==> config.mk <==
export PLATFORM = sky130hd
export DESIGN_NAME = flood_duplicate_filter
export DESIGN_NICKNAME = d
export VERILOG_FILES = /design/src/hdl/fdf_pkg.sv /design/src/hdl/flood_duplicate_filter.sv /design/src/hdl/fdf_ram.sv
export SDC_FILE = /design/constraint.sdc
export NUM_CORES = 1
export LEC_CHECK = 0
export BUFFER_PORTS_ARGS = -buffer_cell sky130_fd_sc_hd__clkbuf_2
export CORE_MARGIN = 1
export CORE_UTILIZATION = 59
export DETAILED_ROUTE_END_ITERATION = 7
export PLACE_DENSITY = 0.79
export SLEW_MARGIN = 20
export SYNTH_ARGS = -nofsm -noshare
export SYNTH_HDL_FRONTEND = slang
export SYNTH_SLANG_ARGS = --single-unit
==> constraint.sdc <==
create_clock -name clk -period 4.5 [get_ports clk]
set_input_delay 0.45 -clock clk [delete_from_list [all_inputs] [get_ports clk]]
set_output_delay 0.45 -clock clk [all_outputs]
set_load 0.02 [all_outputs]
==> src/hdl/fdf_pkg.sv <==
// Constants and codes for the flood duplicate filter.
package fdf_pkg;

    // History ring
    localparam int HISTORY_DEPTH = 10;
    localparam int PTR_W = (HISTORY_DEPTH > 1) ? $clog2(HISTORY_DEPTH) : 1;
    localparam int ENTRY_W = 32;

    // Config port
    localparam int ADDR_W = 3;
    localparam int DATA_W = 32;
    localparam logic REG_OWN_ID = 1'b0;

    // Result actions
    localparam logic [1:0] ACT_DUPLICATE = 2'd0;
    localparam logic [1:0] ACT_NOT_NEIGHBOR = 2'd1;
    localparam logic [1:0] ACT_ORIGINATE = 2'd2;
    localparam logic [1:0] ACT_DELIVER = 2'd3;

    typedef logic [PTR_W-1:0] ptr_t;

endpackage

==> src/hdl/flood_duplicate_filter.sv <==
// Top level: flood packet duplicate filter with ring history in RAM.
//
//  channel   signals                                         handshake
//  -------   ----------------------------------------------  ------------------------
//  input     origin_node signature deliver_port previous_hop  start && !busy
//  result    action hop_low hop_high write_hop_high           done, one cycle
//            local_port originated_count delivered_count
//  config    psel penable pwrite paddr pwdata prdata pready   psel&penable&pwrite
//
// An item passes the scan, wait and decide states: the history RAM read port is
// stepped through one entry per cycle, the wait state drains the read latency,
// and the decide state decides and writes back a delivered or originated item.
// The result beat comes the cycle after that, and busy is already low then.
// Valid marks sit in flip-flops that reset clears at once, so no clearing pass
// is needed. The receiver cannot stall; results are never held back.
module flood_duplicate_filter (
    input  logic                         clk,
    input  logic                         rst_n,
    // input beat
    input  logic                         start,
    output logic                         busy,
    input  logic [15:0]                  origin_node,
    input  logic [15:0]                  signature,
    input  logic [7:0]                   deliver_port,
    input  logic [7:0]                   previous_hop,
    // result beat
    output logic                         done,
    output logic [1:0]                   action,
    output logic [7:0]                   hop_low,
    output logic [7:0]                   hop_high,
    output logic                         write_hop_high,
    output logic [7:0]                   local_port,
    output logic [15:0]                  originated_count,
    output logic [15:0]                  delivered_count,
    // config port
    input  logic                         psel,
    input  logic                         penable,
    input  logic                         pwrite,
    input  logic [fdf_pkg::ADDR_W-1:0]   paddr,
    input  logic [fdf_pkg::DATA_W-1:0]   pwdata,
    output logic [fdf_pkg::DATA_W-1:0]   prdata,
    output logic                         pready
);

    import fdf_pkg::*;

    localparam logic [1:0] ST_IDLE = 2'd0;
    localparam logic [1:0] ST_SCAN = 2'd1;
    localparam logic [1:0] ST_WAIT = 2'd2;
    localparam logic [1:0] ST_DECIDE = 2'd3;

    localparam ptr_t LAST_IDX = PTR_W'(HISTORY_DEPTH - 1);

    logic [1:0]               state_reg, state_next;
    ptr_t                     idx_reg, idx_next;
    ptr_t                     pend_idx_reg;
    logic                     pend_reg, pend_next;
    logic                     hit_reg, hit_next;
    ptr_t                     wptr_reg;
    logic [HISTORY_DEPTH-1:0] valid_reg;
    logic [15:0]              own_id_reg;
    logic [15:0]              orig_cnt_reg;
    logic [15:0]              dlv_cnt_reg;

    // latched item
    logic [15:0]              org_reg;
    logic [15:0]              sig_reg;
    logic [7:0]               port_reg;
    logic [7:0]               prev_reg;

    // result registers
    logic                     done_reg;
    logic [1:0]               action_reg;
    logic [7:0]               hop_low_reg;
    logic [7:0]               hop_high_reg;
    logic                     wr_high_reg;
    logic [7:0]               lport_reg;

    logic                     accept;
    logic                     cfg_wr;
    logic [ENTRY_W-1:0]       rd_data;
    logic                     ram_we;
    logic                     is_own;
    logic                     is_neighbor;
    logic [1:0]               act_sel;

    assign accept = start && (state_reg == ST_IDLE);
    assign cfg_wr = psel && penable && pwrite;

    // History RAM: {origin, signature} per ring slot
    fdf_ram #(
        .WIDTH (ENTRY_W),
        .DEPTH (HISTORY_DEPTH)
    ) u_hist (
        .clk   (clk),
        .we    (ram_we),
        .waddr (wptr_reg),
        .wdata ({org_reg, sig_reg}),
        .raddr (idx_reg),
        .rdata (rd_data)
    );

    // Decision on the latched item, used in the decide cycle
    assign is_own = (org_reg == own_id_reg);
    assign is_neighbor = ({9'd0, prev_reg} + 17'd1 == {1'b0, own_id_reg})
                      || ({9'd0, prev_reg} == {1'b0, own_id_reg} + 17'd1);

    always_comb
    begin
        if (hit_reg)
        begin
            act_sel = ACT_DUPLICATE;
        end
        else if (is_own)
        begin
            act_sel = ACT_ORIGINATE;
        end
        else if (is_neighbor)
        begin
            act_sel = ACT_DELIVER;
        end
        else
        begin
            act_sel = ACT_NOT_NEIGHBOR;
        end
    end

    assign ram_we = (state_reg == ST_DECIDE)
                 && (act_sel == ACT_ORIGINATE || act_sel == ACT_DELIVER);

    // Scan sequencer
    always_comb
    begin
        state_next = state_reg;
        idx_next = idx_reg;
        pend_next = 1'b0;
        hit_next = hit_reg;
        if (pend_reg && valid_reg[pend_idx_reg] && (rd_data == {org_reg, sig_reg}))
        begin
            hit_next = 1'b1;
        end
        case (state_reg)
            ST_IDLE:
            begin
                if (start)
                begin
                    state_next = ST_SCAN;
                    idx_next = '0;
                    hit_next = 1'b0;
                end
            end
            ST_SCAN:
            begin
                pend_next = 1'b1;
                if (idx_reg == LAST_IDX)
                begin
                    state_next = ST_WAIT;
                end
                else
                begin
                    idx_next = idx_reg + PTR_W'(1);
                end
            end
            ST_WAIT:
            begin
                state_next = ST_DECIDE;
            end
            ST_DECIDE:
            begin
                state_next = ST_IDLE;
            end
            default:
            begin
                state_next = ST_IDLE;
            end
        endcase
    end

    // Control state
    always_ff @(posedge clk or negedge rst_n)
    begin
        if (!rst_n)
        begin
            state_reg <= ST_IDLE;
            idx_reg <= '0;
            pend_idx_reg <= '0;
            pend_reg <= 1'b0;
            hit_reg <= 1'b0;
            wptr_reg <= '0;
            valid_reg <= '0;
            own_id_reg <= 16'd0;
            orig_cnt_reg <= 16'd0;
            dlv_cnt_reg <= 16'd0;
            done_reg <= 1'b0;
        end
        else
        begin
            state_reg <= state_next;
            idx_reg <= idx_next;
            pend_idx_reg <= idx_reg;
            pend_reg <= pend_next;
            hit_reg <= hit_next;
            done_reg <= (state_reg == ST_DECIDE);
            if (cfg_wr && (paddr[ADDR_W-1] == REG_OWN_ID))
            begin
                own_id_reg <= pwdata[15:0];
            end
            if (ram_we)
            begin
                valid_reg[wptr_reg] <= 1'b1;
                wptr_reg <= (wptr_reg == LAST_IDX) ? '0 : wptr_reg + PTR_W'(1);
            end
            if (state_reg == ST_DECIDE && act_sel == ACT_ORIGINATE)
            begin
                orig_cnt_reg <= orig_cnt_reg + 16'd1;
            end
            if (state_reg == ST_DECIDE && act_sel == ACT_DELIVER)
            begin
                dlv_cnt_reg <= dlv_cnt_reg + 16'd1;
            end
        end
    end

    // Item latch and result payload
    always_ff @(posedge clk)
    begin
        if (accept)
        begin
            org_reg <= origin_node;
            sig_reg <= signature;
            port_reg <= deliver_port;
            prev_reg <= previous_hop;
        end
        if (state_reg == ST_DECIDE)
        begin
            action_reg <= act_sel;
            hop_low_reg <= (act_sel == ACT_ORIGINATE || act_sel == ACT_DELIVER)
                         ? own_id_reg[7:0] : 8'd0;
            hop_high_reg <= (act_sel == ACT_ORIGINATE) ? own_id_reg[15:8] : 8'd0;
            wr_high_reg <= (act_sel == ACT_ORIGINATE);
            lport_reg <= (act_sel == ACT_DELIVER) ? port_reg : 8'd0;
        end
    end

    // Outputs
    assign busy = (state_reg != ST_IDLE);
    assign done = done_reg;
    assign action = action_reg;
    assign hop_low = hop_low_reg;
    assign hop_high = hop_high_reg;
    assign write_hop_high = wr_high_reg;
    assign local_port = lport_reg;
    assign originated_count = orig_cnt_reg;
    assign delivered_count = dlv_cnt_reg;
    assign pready = 1'b1;
    assign prdata = (paddr[ADDR_W-1] == REG_OWN_ID)
                  ? {{(DATA_W - 16){1'b0}}, own_id_reg} : '0;

endmodule

==> src/hdl/fdf_ram.sv <==
// Generic single-write, single-read RAM with registered read data.
module fdf_ram #(
    parameter int WIDTH = 32,
    parameter int DEPTH = 16
) (
    input  logic                                          clk,
    input  logic                                          we,
    input  logic [((DEPTH > 1) ? $clog2(DEPTH) : 1)-1:0] waddr,
    input  logic [WIDTH-1:0]                              wdata,
    input  logic [((DEPTH > 1) ? $clog2(DEPTH) : 1)-1:0] raddr,
    output logic [WIDTH-1:0]                              rdata
);

    logic [WIDTH-1:0] mem [DEPTH];
    logic [WIDTH-1:0] rdata_reg;

    // Write port and registered read port
    always_ff @(posedge clk)
    begin
        if (we)
        begin
            mem[waddr] <= wdata;
        end
        rdata_reg <= mem[raddr];
    end

    assign rdata = rdata_reg;

endmodule

== Word level (Yosys, flattened, before mapping) ==
Memories as Yosys holds them, arrays and structs flattened. A register that Yosys moved wholly into a read port is not among the register bits.
Cells that the tools add are included.

* Memories kept: 1
* Flip-flop bits (word level): 150
* Logic and storage cells: 84
* RAM bits: 320

* Add/subtract/negate cells: 6
* Mux-type cells: 21
* $lt $le $gt $ge: 3
* Reductions and logical operators: 17
* Equal/unequal tests: 14
* Bitwise gates (word level): 2

{| class="wikitable"
|+ Memories
! name !! depth !! bits a word !! rd ports !! clocked after Yosys merged registers in !! write ports !! line !! RTL
|-
| u_hist.mem || 10 || 32 || 1 || 1 || 1 || fdf_ram.sv:14 || <nowiki>logic [WIDTH-1:0] mem [DEPTH];</nowiki>
|}

{| class="wikitable"
|+ Operators by type and width
! operator !! count
|-
| adder 16 x 1 -> 16 bit, second input constant || 2
|-
| == test 32 bit || 1
|-
| adder 16 x 1 -> 17 bit, second input constant || 1
|-
| == test 8 x 17 -> 1 bit || 1
|-
| == test 16 bit || 1
|-
| == test 9 x 16 -> 1 bit || 1
|-
| two-way mux 16 bit || 1
|-
| two-way mux 4 bit || 3
|-
| logical AND 1 bit || 10
|-
| less-than comparator 4 x 5 -> 1 bit, second input constant || 2
|-
| two-way mux 2 bit || 5
|-
| OR 10 bit || 1
|-
| adder 8 x 1 -> 9 bit, second input constant || 1
|-
| adder 4 x 1 -> 4 bit, second input constant || 2
|-
| == test 2 bit, second input constant || 4
|-
| == test 4 bit, second input constant || 2
|-
| two-way mux 1 bit || 8
|-
| one-hot mux 2 bit (4 select lines) || 1
|-
| one-hot mux 4 bit (2 select lines) || 1
|-
| inequality test 2 bit, second input constant || 3
|-
| binary-select mux 1 bit (select 4 bit) || 1
|-
| demux 1 bit (select 4 bit) || 1
|-
| >= comparator 4 x 1 -> 1 bit, second input constant || 1
|-
| nonzero test 2 bit || 2
|-
| other kinds (6) || 7
|}

== Depth between registers and ports, before layout ==
Gate-level depths: netlist of run 1.

* Depth after elaboration: 11
* Mapped depth: 9

== Modules after synthesis ==
Synthesis of run 1 repeated with hierarchy kept, for this count alone.

* Cell total of the unflattened synthesis: 1304
* Area, all modules: 20746.1 µm²

{| class="wikitable"
|+ Modules (own cells, without submodules)
! module !! seq. area each (µm²) !! area an instance (µm²) !! cells each !! times used
|-
| fdf_ram || 10249.8 || 13290.2 || 698 || 1
|-
| flood_duplicate_filter || 4129.0 || 7455.9 || 606 || 1
|}

== Worst setup path before layout of run 1 ==
Ideal clock, no wire load.

* Kind: reg2reg
* Start: register own_id_reg[0]
* End: memory u_hist.mem[2][0], enable pin
* Buffers on the path: 1
* Period minus slack after synthesis: 3.716 ns
* Cell stages (with the launch flop): 10
* Data arrival time: 3.325 ns
* Slack: 0.784 ns
* Setup time: 0.391 ns
* Cell sequence: dfrtp_1 > ha_1 > and4_1 > and4_1 > or3_1 > a2111oi_4 > a32oi_4 > a21oi_1 > clkbuf_2 > and4_1

* Cells in the longest elaborated chain, start to end: 11
* Elaborated cells on any way between the ends: 14
* Those cells by class: add/sub (1); eq/ne (5); mux (5); reduce/logical (3)

{| class="wikitable"
|+ RTL lines
! element !! line !! RTL
|-
| start: declaration || flood_duplicate_filter.sv:61 || <nowiki>logic [15:0] own_id_reg;</nowiki>
|-
| start signal: assignment || flood_duplicate_filter.sv:206 || <nowiki>own_id_reg <= pwdata[15:0];</nowiki>
|-
| adder 16 x 1 -> 17 bit || flood_duplicate_filter.sv:106 || <nowiki>|| ({9'd0, prev_reg} == {1'b0, own_id_reg} + 17'd1);</nowiki>
|-
| == test 8 x 17 -> 1 bit || flood_duplicate_filter.sv:106 ||
|-
| logical OR 1 bit || flood_duplicate_filter.sv:106 ||
|-
| two-way mux 2 bit || flood_duplicate_filter.sv:118 || <nowiki>else if (is_neighbor)</nowiki>
|-
| two-way mux 2 bit (*) || flood_duplicate_filter.sv:114 || <nowiki>else if (is_own)</nowiki>
|-
| two-way mux 2 bit (*) || flood_duplicate_filter.sv:110 || <nowiki>if (hit_reg)</nowiki>
|-
| == test 2 bit || flood_duplicate_filter.sv:129 || <nowiki>&& (act_sel == ACT_ORIGINATE || act_sel == ACT_DELIVER);</nowiki>
|-
| logical OR 1 bit (*) || flood_duplicate_filter.sv:129 ||
|-
| logical AND 1 bit (*) || flood_duplicate_filter.sv:129 ||
|-
| two-way mux 1 bit (*) || fdf_ram.sv:20 || <nowiki>if (we)</nowiki>
|-
| two-way mux 1 bit (implied by the code) (*) || fdf_ram.sv:22 || <nowiki>mem[waddr] <= wdata;</nowiki>
|-
| end: declaration || fdf_ram.sv:14 ||
|}

Every way passes the cells marked *; elsewhere a longest branch is shown, timed or not.

== Final worst setup path of run 1 ==
* Start: register own_id_reg[0]
* End: memory u_hist.mem[1][5], enable pin

Same word-level chain as after synthesis.

==> results of run 1 <==
-- area by class of cell --
| type | instances | area, um^2 | share of cell area, % |
|---|---|---|---|
| well taps | 448 | 560.5 | 2.416 |
| flip-flops and latches | 502 | 14390 | 62.00 |
| clock buffers | 68 | 1403 | 6.044 |
| repair buffers | 172 | 1099 | 4.734 |
| multi-input cells | 621 | 5473 | 23.58 |
| inverters | 22 | 82.58 | 0.3559 |
| clock inverters | 26 | 201.4 | 0.8681 |
-- kinds of logic (layout without fill, tap and decap cells) --
logic type	count (synthesis)	count (layout)
fa+ha+maj	11	11
mux	121	121
other cells	2	17
xor+xnor	91	91
simple gates	249	249
buf+inv	96	288
compound gates	132	132
flops	502	502
-- routing by layer --
| metal | GRT usage [%] | part of all wire [%] |
|---|---|---|
| met1 | 33.65 | 41 |
| met5 | 0 | 0 |
| met4 | 6.021 | 1.8 |
| met3 | 3.790 | 6.2 |
| met2 | 42.19 | 51 |
-- power by group through the flow --
stage | Clock [mW] | Sequential (mW) | Combinational, mW
after floorplan | 0 | 5.95 | 2.15
after global placement | 0 | 6.17 | 2.71
after detailed placement | 0 | 6.19 | 2.76
after CTS | 4.10 | 6.11 | 2.81
after global routing | 4.27 | 6.18 | 3.02
final | 4.04 | 6.11 | 2.77
-- path summary, 6_finish.rpt --
| path | startpoint | to | slack [ns] | cells after the start |
|---|---|---|---|---|
| worst max-delay path | own_id_reg[0]$_DFFE_PN0P_ | u_hist.mem[1][5]$_DFFE_PP_ | 0.67 | 10 |
| min in group asynchronous | rst_n | pend_reg$_DFF_PN0_ | 0.37 | 2 |
| worst min-delay path | previous_hop[4] | prev_reg[4]$_DFFE_PP_ | 0.06 | 1 |
| worst min register to register | valid_reg[5]$_DFFE_PN0P_ | valid_reg[5]$_DFFE_PN0P_ | 0.47 | 1 |
| max in group asynchronous | rst_n | pend_idx_reg[1]$_DFF_PN0_ | 3.54 | 3 |
| worst max register to register | own_id_reg[0]$_DFFE_PN0P_ | u_hist.mem[1][5]$_DFFE_PP_ | 0.67 | 10 |
-- cell usage in the layout (no fill, tap or decap), drive strengths merged, types with 4 or more instances in the layout --
master and count:
a2111oi 4, a211o 4, and4 13, edfxtp 395, conb 17, nor2b 52, a31oi 4, nor3 15
clkinv 21, nor4 22, buf 25, nand3 23, xnor2 45, nor2 21, a31o 9, nand4 18
a21oi 41, o21ai 9, mux2 21, and2 25, clkbuf 214, mux4 66, nand2 32, and3 8
mux2i 34, dfxtp 32, a211oi 36, nand2b 5, inv 23, xor2 46, dfrtp 75, ha 11
-- critical path: stages (launching register included) --
cell       delay (ns)
dfrtp_1          0.49
ha_1             0.28
and4_1           0.24
and4_1           0.22
or3_1            0.37
a2111oi_4        0.42
a32oi_4          0.17
a21oi_1          0.22
buf_4            0.28
and4_2           0.55
buf_12           0.25
-- timing repair --
item                                   in CTS  in global routing
buffers inserted                            0                  0
hold buffers                                0                  1
endpoints found under the hold margin       0                 29
-- synth_stat cells, drive strengths merged, types with 2 or more instances --
library cell,count
a211o,4
inv,22
a2111oi,4
xnor2,45
nor2,21
dfrtp,75
a21oi,41
a211oi,36
or4,3
nand4,18
and4,13
nand3,23
and2,25
o311ai,2
conb,2
dfxtp,32
edfxtp,395
nor3,15
nand2b,5
a22o,3
a31o,9
mux2,21
a31oi,4
o211ai,3
xor2,46
or2,3
nand4b,3
buf,44
o21ai,9
a21o,2
mux4,66
a32oi,2
o31ai,3
nor4b,3
clkbuf,30
and3,8
mux2i,34
nor4,22
nand2,32
ha,11
nor2b,52
==> impl_results.md, run 1 <==
- Detailed-placement wirelength estimate: 24,520 um
- Period minus WS final: 3.829 ns
- Total clock buffers created by CTS: 50
- Largest area contributor in the netlist: edfxtp_1
- Largest net degree at the start of global routing: 76
- Synthesized-area fraction occupied by adder cells: 0.6796%
- DRT Wirelength: 42,420 um
- Layout area overhead: 14.58%
- Clock transition at the registers of the reported paths: 0.06 ns
- Total power: 12.91 mW
- Largest register FFs: 320
- Actual slew at the worst max-slew pin: 1.005 ns
- Pre-CTS setup slack: 0.6893 ns
- Cell variety after synth: 62
- Synth Warn #: 0
- Pint: 9.200 mW
- Most area-consuming cells after synthesis: edfxtp_1 (59%), dfrtp_1 (9.3%), mux4_2 (7.3%)
- Placed instance count: 1,763
- Filler instances: 2,186
- Sink count of the clock tree: 502
- Worst-path maximum fanout: 21
- Placement Cell Area: 21,560 um^2
- Sw power: 3.715 mW
- CTS root buf: clkbuf_16
- Critical Path End Type: flop
- Primary FF master, synth: edfxtp_1
- Final antenna-violating net count: 0
- Antenna violations before repair: 0
- Leak: 8.475 nW
- Slew margin rel.: 32.97%
- IO buf count: 147
- Ys async rst share: 14.94%
- Fin Hold WS: 0.06261 ns
- Share of the synthesized area in the top cell type: 58.57%
- Final hold violations: 0
- Post-synthesis mux area share: 10.19%
- GRT Overall Usage: 24.73%
- Clock Latency Late Sink: 0.56 ns
- Core area: 33,620 um^2
- Seq pwr share: 47.3%
- Worst setup margin: 0.6712 ns
- Pwr dens: 556.6 nW/um^2
- Min-Delay Path Class: input pin to flop
- Post-Route Utilization: 69.03%
- Number of gates resized after cts: 0
- Initial core utilization: 60.24%
- Layout cells sized above 1: 25.30%
- Logic gate share of total power: 21.4%
- # diodes: 0
- Post-synthesis simple-gate area fraction: 7.136%
- Max cap viols: 0
- Std-Cell Rows: 67
- Max H-tree Level: 2
- Synth Area in Compound Gates: 4.708%
- Gpl congestion: 0.8871
- Die area: 35,070 um^2
- Setup Viol. Count Final: 0
- Sw Share: 28.77%
- Worst path arrival time: 4.07 ns
- RSZ-0062 raised after global routing: no
- Syn avg cell area: 16.82 um^2
- Main combinational cell family by area after synthesis: multiplexers
- Via Count: 11.14k
- CTS tree: yes
- Drc violations: 0
- Grt ovf: 0
- Drt first pass iters: 5
- Die span in x: 187.3 um
- Clk buf depth: 3
- Number of synthesized flops with an enable pin: 395
- Sequential-to-total area share from yosys stat: 71.00%
- FF+latch count, synth: 502
- Required @ worst endpoint: 4.74 ns
- Fin crit share: 85.08%
- Vias per cell: 5.991
- Clock Power Share: 31.3%
- Post-Synthesis Cells: 1,204
- Syn Std Cell Area: 20,250 um^2
- CP Class: flop to flop
- Post-route clock skew: 0.02260 ns
- Non-filler cells, final: 1,859
- Layout Nets: 1,469
- First-pass GRT wire length: 66,120 um
- Final Max Tran Viols: 0
- Die height: 187.3 um
- Peak Freq: 0.2612 GHz
- Final Instance Area: 23,200 um^2
- Worst setup SP type: flop
- VDD IR-drop max: 0.3877 mV
- Setup TNS: 0 ns
- IO Pins: 183
- Wirelength per Cell: 22.82 um
- Vias in the first global route: 11.48k
- XOR/XNOR Fraction of Synth Area: 3.935%
- Initial DRC Count: 859
- Status: finished, final reports clean
Note: power is estimated with default switching activity, not from simulation.
==> run 2: changes to the inputs <==
- ABC_AREA: not set -> 1
- CORE_UTILIZATION: 59 -> 45
- PLACE_DENSITY: 0.79 -> 0.63
==> run 2 against run 1 <==
  * Wire length is 15% higher
  * Clock power is 5.7% higher
  * Combinational power is 31% lower
  * Sequential cell count stayed put
  * Clock skew is 0.014 ns higher
  * Sequential share of layout area is 2.1 points lower
  * Synthesized cell count is 47% higher
  * Synthesized area is 1.9% higher
  * Clock-buffer cell count is 2 higher
  * Utilization is 16 points lower
  * Critical path type unchanged
  * Largest cell class unchanged
==> impl_results.md, run 2 <==
- Status: finished, final reports clean
- Critical Path End Type: flop
- Final Max Tran Viols: 0 (unchanged)
- Clock transition at the registers of the reported paths: 0.06 ns (about the same)
- Crit-path slowest cell: buf_4
- Std-Cell Rows: 78 (+16%)
- Clk buf depth: 3 (unchanged)
- FF+latch count, synth: 502 (unchanged)
- CP Class: flop to flop
- Total clock buffers created by CTS: 51 (+2.0%)
- Clock Latency Late Sink: 0.62 ns (+0.06 ns)
- Via Count: 13.82k (+24%)
- Metal3 WL: 2989 um (+14%)
- Antenna violations before repair: 0 (unchanged)
- RSZ-0062 raised after global routing: no
- Layout cells sized above 1: 14.77% (-11 points)
- Synth Warn #: 0 (unchanged)
- Non-filler cells, final: 2,590 (+39%)
- Period minus WS final: 3.351 ns (-0.4775 ns)
- Wirelength per Cell: 18.75 um (-18%)
- Grt ovf: 0 (unchanged)
- Ys async rst share: 14.94% (unchanged)
- End of the worst hold path: org_reg[12]$_DFFE_PP_
- Final Instance Area: 24,020 um^2 (+3.5%)
- Die span in x: 216.2 um (+15%)
- Largest area contributor in the netlist: edfxtp_1
- Worst path arrival time: 3.58 ns (-0.49 ns)
- Hold_sp: origin_node[12]
- Filler instances: 3,870 (+77%)
- Post-Synthesis Cells: 1,771 (+47%)
- Highest routed layer: met4
- Detailed-placement wirelength estimate: 27,780 um (+13%)
- Placement Cell Area: 22,010 um^2 (+2.1%)
- Layout area overhead: 16.36%
- Bufs and invs on worst path: 1 (-1)
- Peak Freq: 0.2984 GHz (+14%)
- Drc violations: 0 (unchanged)
- Pwr dens: 502.8 nW/um^2 (-9.7%)
- Hold depth: 1 (unchanged)
- CP delay by family, top: simple AND/OR/NAND/NOR gates
- Sequential-to-total area share from yosys stat: 69.64% (-1.4 points)
- First-pass GRT wire length: 76,040 um (+15%)
- Post-route clock skew: 0.03709 ns (+0.01449 ns)
- Most frequent cell after synthesis: edfxtp_1
- Die height: 216.2 um (+15%)
- RR Startpoint: own_id_reg[1]$_DFFE_PN0P_
- IO buf count: 147 (unchanged)
- Number of synthesized flops with an enable pin: 395 (unchanged)
- Number of gates resized after cts: 0 (unchanged)
- Initial DRC Count: 1,043 (+21%)
- Worst-path cell chain: ha_1, nand3_1, nor2_1, nand2_1, xor2_1, nand2_1, nor2_1, nand3_2, nand2_2, nand4_2, nor3_2, buf_4
- Sink count of the clock tree: 502 (unchanged)
- Most frequent cells in the layout: edfxtp_1 (395), nand2_1 (270), nor2_1 (222)
- Cell variety after synth: 49 (-21%)
- Most area-consuming cells after synthesis: edfxtp_1 (57%), dfrtp_1 (9.1%), nand2_1 (4.9%)
- CP max stage delay: 0.55 ns (about the same)
- Setup Viol. Count Final: 0 (unchanged)
- Met1 WL: 21,540 um (+24%)
- Flop-to-flop setup slack: 1.15 ns (+0.48 ns)
- Placed instance count: 2,466 (+40%)
- CTS root buf: clkbuf_16
- Hold buffer count at cts: 25 (+25)
- Setup TNS: 0 ns (unchanged)
- Max H-tree Level: 2 (unchanged)
- Actual slew at the worst max-slew pin: 0.9432 ns (-0.06225 ns)
- # diodes: 0 (unchanged)
- Vias per cell: 5.336 (-11%)
- Primary FF master, synth: edfxtp_1
- Share of the synthesized area in the top cell type: 57.45% (-1.1 points)
- Slew margin rel.: 37.12% (+4.1 points)
- Layout Nets: 2,047 (+39%)
- Final hold violations: 0 (unchanged)
- Worst setup SP type: flop
- R2R depth: 12 (+2)
- Largest register FFs: 320 (unchanged)
- Gpl congestion: 0.8700 (-1.9%)
- Vias in the first global route: 13.82k (+20%)
- Min-Delay Path Class: input pin to flop
- Reg-to-reg endpoint: u_hist.mem[3][19]$_DFFE_PP_
- IO Pins: 183 (unchanged)
- Stages on worst setup path: 12 (+2)
- Commonest non-fill, non-tap cell in the layout: edfxtp_1
- DR WL met2: 22,920 um (+6.0%)
- Die area: 46,740 um^2 (+33%)
- Fin crit share: 74.47% (-11 points)
- Leak: 9.249 nW (+9.1%)
- Required @ worst endpoint: 4.72 ns (-0.02 ns)
- Initial core utilization: 45.59% (-15 points)
- CTS tree: yes
- GRT Overall Usage: 20.96% (-3.8 points)
- Drt first pass iters: 5 (unchanged)
- DRT Wirelength: 48,570 um (+15%)
- Max cap viols: 0 (unchanged)
- Syn Std Cell Area: 20,650 um^2 (+1.9%)
- Postcts setup bufs: 0 (unchanged)
- Syn avg cell area: 11.66 um^2 (-31%)
- Worst-path maximum fanout: 32 (+52%)
- Largest net degree at the start of global routing: 90 (+18%)
- VDD IR-drop max: 0.4138 mV (+6.7%)
- Final antenna-violating net count: 0 (unchanged)
- Synth cell count leaders: edfxtp_1 (395), nand2_1 (270), nor2_1 (223)
- Core area: 45,280 um^2 (+35%)
run 2: cell count changes in the layout (fill, tap and decap cells not counted), moves of 27 or more:
cell      previous run  this run
mux4_2              66         0
mux2i_1             34         1
nor2b_1             52         0
nor2_1              21       222
a211oi_1            35         0
inv_1               22       103
nand2_1             32       270
a21oi_1             41        87
o21ai_0              9       184
nand3_1             22        49
a221oi_1             1        32
o22ai_1              1        36
run 2: layout make-up:
class,instances,area [um^2],area share [%]
clock inverter,26,271.5,1.130
tap,600,750.7,3.125
timing repair buffer,198,1222,5.089
clock buffer,70,1440,5.995
inverter,108,407.9,1.698
multi-input combinational,1086,5547,23.09
sequential,502,14380,59.88
run 2: how the worst max path moves through the flow:
stage / slack, ns / startpoint / end
2_1_floorplan: -0.01 / state_reg[0]$_DFFE_PN0P_ / u_hist.mem[2][0]$_DFFE_PP_
3_3_place_gp: 1.17 / own_id_reg[1]$_DFFE_PN0P_ / u_hist.mem[3][11]$_DFFE_PP_
3_5_place_dp: 1.10 / own_id_reg[1]$_DFFE_PN0P_ / u_hist.mem[3][11]$_DFFE_PP_
4_1_cts: 1.11 / own_id_reg[1]$_DFFE_PN0P_ / u_hist.mem[3][21]$_DFFE_PP_
5_1_grt: 0.86 / own_id_reg[1]$_DFFE_PN0P_ / u_hist.mem[3][19]$_DFFE_PP_
6_report: 1.15 / own_id_reg[1]$_DFFE_PN0P_ / u_hist.mem[3][19]$_DFFE_PP_
run 2: layer usage:
layer	track usage [%]	vias to the layer above
li1	-	6570
met1	28.58	6768
met2	33.92	399
met3	3.846	83
met4	6.972	0
met5	0	-
run 2: cells by family after synthesis:
group / Yosys count / share of synthesized area (%)
multiplexers: 1 / 0.04848
other: 2 / 0.03637
buffers and inverters: 198 / 4.030
AND/OR/NAND/NOR: 633 / 13.12
flip-flops: 502 / 69.64
XOR/XNOR: 59 / 2.503
adder cells (fa/ha/maj): 11 / 0.6666
AO/OA/AOI/OAI: 365 / 9.951
run 2: power by group:
| part | switching (mW) | internal, mW | leakage, nW |
|---|---|---|---|
| registers | 0.363 | 5.52 | 4.83 |
| logic | 1.33 | 0.596 | 3.59 |
| clock network | 1.79 | 2.48 | 0.830 |
| total | 3.48 | 8.60 | 9.25 |
run 2: per-stage QoR:
| stage | utilization, % | total power, mW | hold WS [ns] | worst slack, ns |
|---|---|---|---|---|
| 6_report | 53.05 | 12.08 | 0.03080 | 1.149 |
| 5_1_grt | 53.05 | 12.63 | 0.01447 | 0.8557 |
| 4_1_cts | 52.94 | 12.17 | 0.002032 | 1.107 |
| 3_5_place_dp | 48.61 | 7.883 | 0.4446 | 1.102 |
| 3_3_place_gp | 48.61 | 7.829 | 0.4447 | 1.166 |
| 2_1_floorplan | - | 7.197 | 0.1544 | -0.01174 |
==> run 3: changes to the inputs <==
- clock period: 4.5 -> 3.5 ns (I/O delays scaled with it)
==> run 3 against run 2 <==
  * Highest routed layer unchanged
  * Critical path type unchanged
  * Clock power rose by 26%
  * Sequential cell count did not move
  * Setup slack got worse by 0.69 ns
  * Utilization rose by 1.3 points
  * Global-route usage fell by 0.061 points
  * Combinational power rose by 34%
==> impl_results.md, run 3 (same netlist as run 2, synthesis figures left out) <==
- Status: finished, final reports clean
- Grt ovf: 0 (unchanged)
- Final antenna-violating net count: 0 (unchanged)
- Worst setup SP type: flop
- Die area: 46,740 um^2 (unchanged)
- IO buf count: 147 (unchanged)
- Hold depth: 3 (+2)
- Vias per cell: 5.251 (-1.6%)
- Period minus WS final: 3.041 ns (-0.3108 ns)
- Largest net degree at the start of global routing: 161 (+79%)
- Required @ worst endpoint: 3.75 ns (-0.97 ns)
- Slew margin rel.: 47.95% (+11 points)
- Setup Viol. Count Final: 0 (unchanged)
- Total power: 15.49 mW (+28%)
- Max cap viols: 0 (unchanged)
- Final Max Tran Viols: 0 (unchanged)
- Filler instances: 3,809 (-1.6%)
- Max H-tree Level: 2 (unchanged)
- Wirelength per Cell: 18.30 um (-2.4%)
- Detailed-placement wirelength estimate: 27,970 um (+0.67%)
- Die height: 216.2 um (unchanged)
- First-pass GRT wire length: 76,240 um (+0.26%)
- Via Count: 13.86k (+0.27%)
- Min-Delay Path Class: input pin to flop
- CTS root buf: clkbuf_16
- DRT Wirelength: 48,280 um (-0.59%)
- Post-route clock skew: 0.02846 ns (-0.008626 ns)
- Peak Freq: 0.3289 GHz (+10%)
- Most frequent cells in the layout: edfxtp_1 (395), nand2_1 (270), nor2_1 (222)
- Post-Route Utilization: 54.39% (+1.3 points)
- Layout area overhead: 19.30%
- Initial DRC Count: 1,057 (+1.3%)
- Antenna violations before repair: 0 (unchanged)
- Clk buf depth: 3 (unchanged)
- CTS tree: yes
- CP Class: flop to flop
- Leak: 9.509 nW (+2.8%)
- R2R depth: 15 (+3)
- Postcts setup bufs: 0 (unchanged)
- Sink count of the clock tree: 502 (unchanged)
- Worst-path maximum fanout: 18 (-44%)
- Drt first pass iters: 5 (unchanged)
- Gpl congestion: 0.8348 (-4.0%)
- Clock Latency Late Sink: 0.60 ns (-0.02 ns)
- Std-Cell Rows: 78 (unchanged)
- Actual slew at the worst max-slew pin: 0.7807 ns (-0.1624 ns)
- # diodes: 0 (unchanged)
- Final hold violations: 0 (unchanged)
- Initial core utilization: 45.59% (unchanged)
- Fin crit share: 86.87% (+12 points)
- Vias in the first global route: 13.87k (+0.40%)
- VDD IR-drop max: 0.4991 mV (+21%)
- IO Pins: 183 (unchanged)
- Clock transition at the registers of the reported paths: 0.06 ns (about the same)
- Worst path arrival time: 3.29 ns (-0.29 ns)
- Commonest non-fill, non-tap cell in the layout: edfxtp_1
- Critical Path End Type: flop
- Core area: 45,280 um^2 (unchanged)
- Layout cells sized above 1: 15.01% (+0.23 points)
- Total clock buffers created by CTS: 52 (+2.0%)
- Pwr dens: 629.0 nW/um^2 (+25%)
- Die span in x: 216.2 um (unchanged)
- GRT Overall Usage: 20.90% (-0.061 points)
- Layout Nets: 2,096 (+2.4%)
- RSZ-0062 raised after global routing: no
- Drc violations: 0 (unchanged)
- Largest register FFs: 320 (unchanged)
-- run 3: cell types whose count changed in the layout (fill, tap and decap cells not counted), moves of 2 or more --
cell and change:
dlygate4sd3_1 +37, bufinv_16 -2, nor3_4 +7, nor3_2 -7, clkbuf_8 +4, inv_4 -2
buf_12 +11
-- run 3: layer usage --
metal	share of wire (%)	up-vias	routed length, um	global-route usage (%)
met2	47	349	22820	34.25
met3	4.8	85	2319	3.242
met4	2.5	0	1211	7.254
met5	0	-	0	0
li1	-	6680	-	-
met1	45	6743	21930	28.38
-- run 3: path summary, 6_finish.rpt --
kind | from | endpoint | slack [ns]
max | own_id_reg[1]$_DFFE_PN0P_ | u_hist.mem[0][12]$_DFFE_PP_ | 0.46
min | pwdata[0] | own_id_reg[0]$_DFFE_PN0P_ | 0.03
max reg2reg | own_id_reg[1]$_DFFE_PN0P_ | u_hist.mem[0][12]$_DFFE_PP_ | 0.46
min reg2reg | valid_reg[8]$_DFFE_PN0P_ | valid_reg[8]$_DFFE_PN0P_ | 0.46
max in group asynchronous | rst_n | own_id_reg[15]$_DFFE_PN0P_ | 2.60
min in group asynchronous | rst_n | idx_reg[0]$_DFFE_PN0P_ | 0.29
-- run 3: where the power goes --
group / internal [mW] / switching, mW
Sequential: 7.10 / 0.420
Combinational: 0.821 / 1.76
Clock: 3.13 / 2.27
-- run 3: metrics by stage --
step / hold slack (ns) / TNS (ns) / setup WS, ns / cell area [um^2] / cells
final: 0.03429 / 0 / 0.4595 / 24630 / 2639
after global routing: 0.04442 / 0 / 0.1895 / 24630 / 2639
after CTS: 0.001401 / 0 / 0.4381 / 24590 / 2637
after detailed placement: 0.4513 / 0 / 0.4449 / 22260 / 2477
after global placement: 0.4419 / 0 / 0.4743 / 22260 / 2477
after floorplan: 0.05441 / -28.47 / -0.1271 / 20740 / 1786
-- run 3: timing repair --
| item | CTS | global route |
|---|---|---|
| endpoints found under the setup margin | 0 | 0 |
| resized for setup | 0 | 0 |
| hold buffers | 63 | 0 |
| endpoints found under the hold margin | 137 | 0 |
-- run 3: worst max-delay path, stage by stage (launching register included) --
cell and delay [ns]:
dfrtp_1 0.51, ha_1 0.25, nand2_1 0.16, nor2_4 0.17
nand3_1 0.09, nand2_1 0.07, nand2_1 0.06, clkinv_1 0.05
nand3_1 0.06, nor2_1 0.11, nand3_2 0.15, nand2_2 0.17
nand4_2 0.08, buf_4 0.23, nor3_4 0.15, buf_4 0.36
-- run 3: layout make-up --
class                      instances  area [um^2]  share of cell area (%)
clock buffer                      73         1491                   6.055
timing repair buffer             246         1797                   7.295
sequential                       502        14380                   58.40
clock inverter                    24        209.0                  0.8484
tap                              600        750.7                   3.048
multi-input combinational       1086         5590                   22.70
inverter                         108        407.9                   1.656
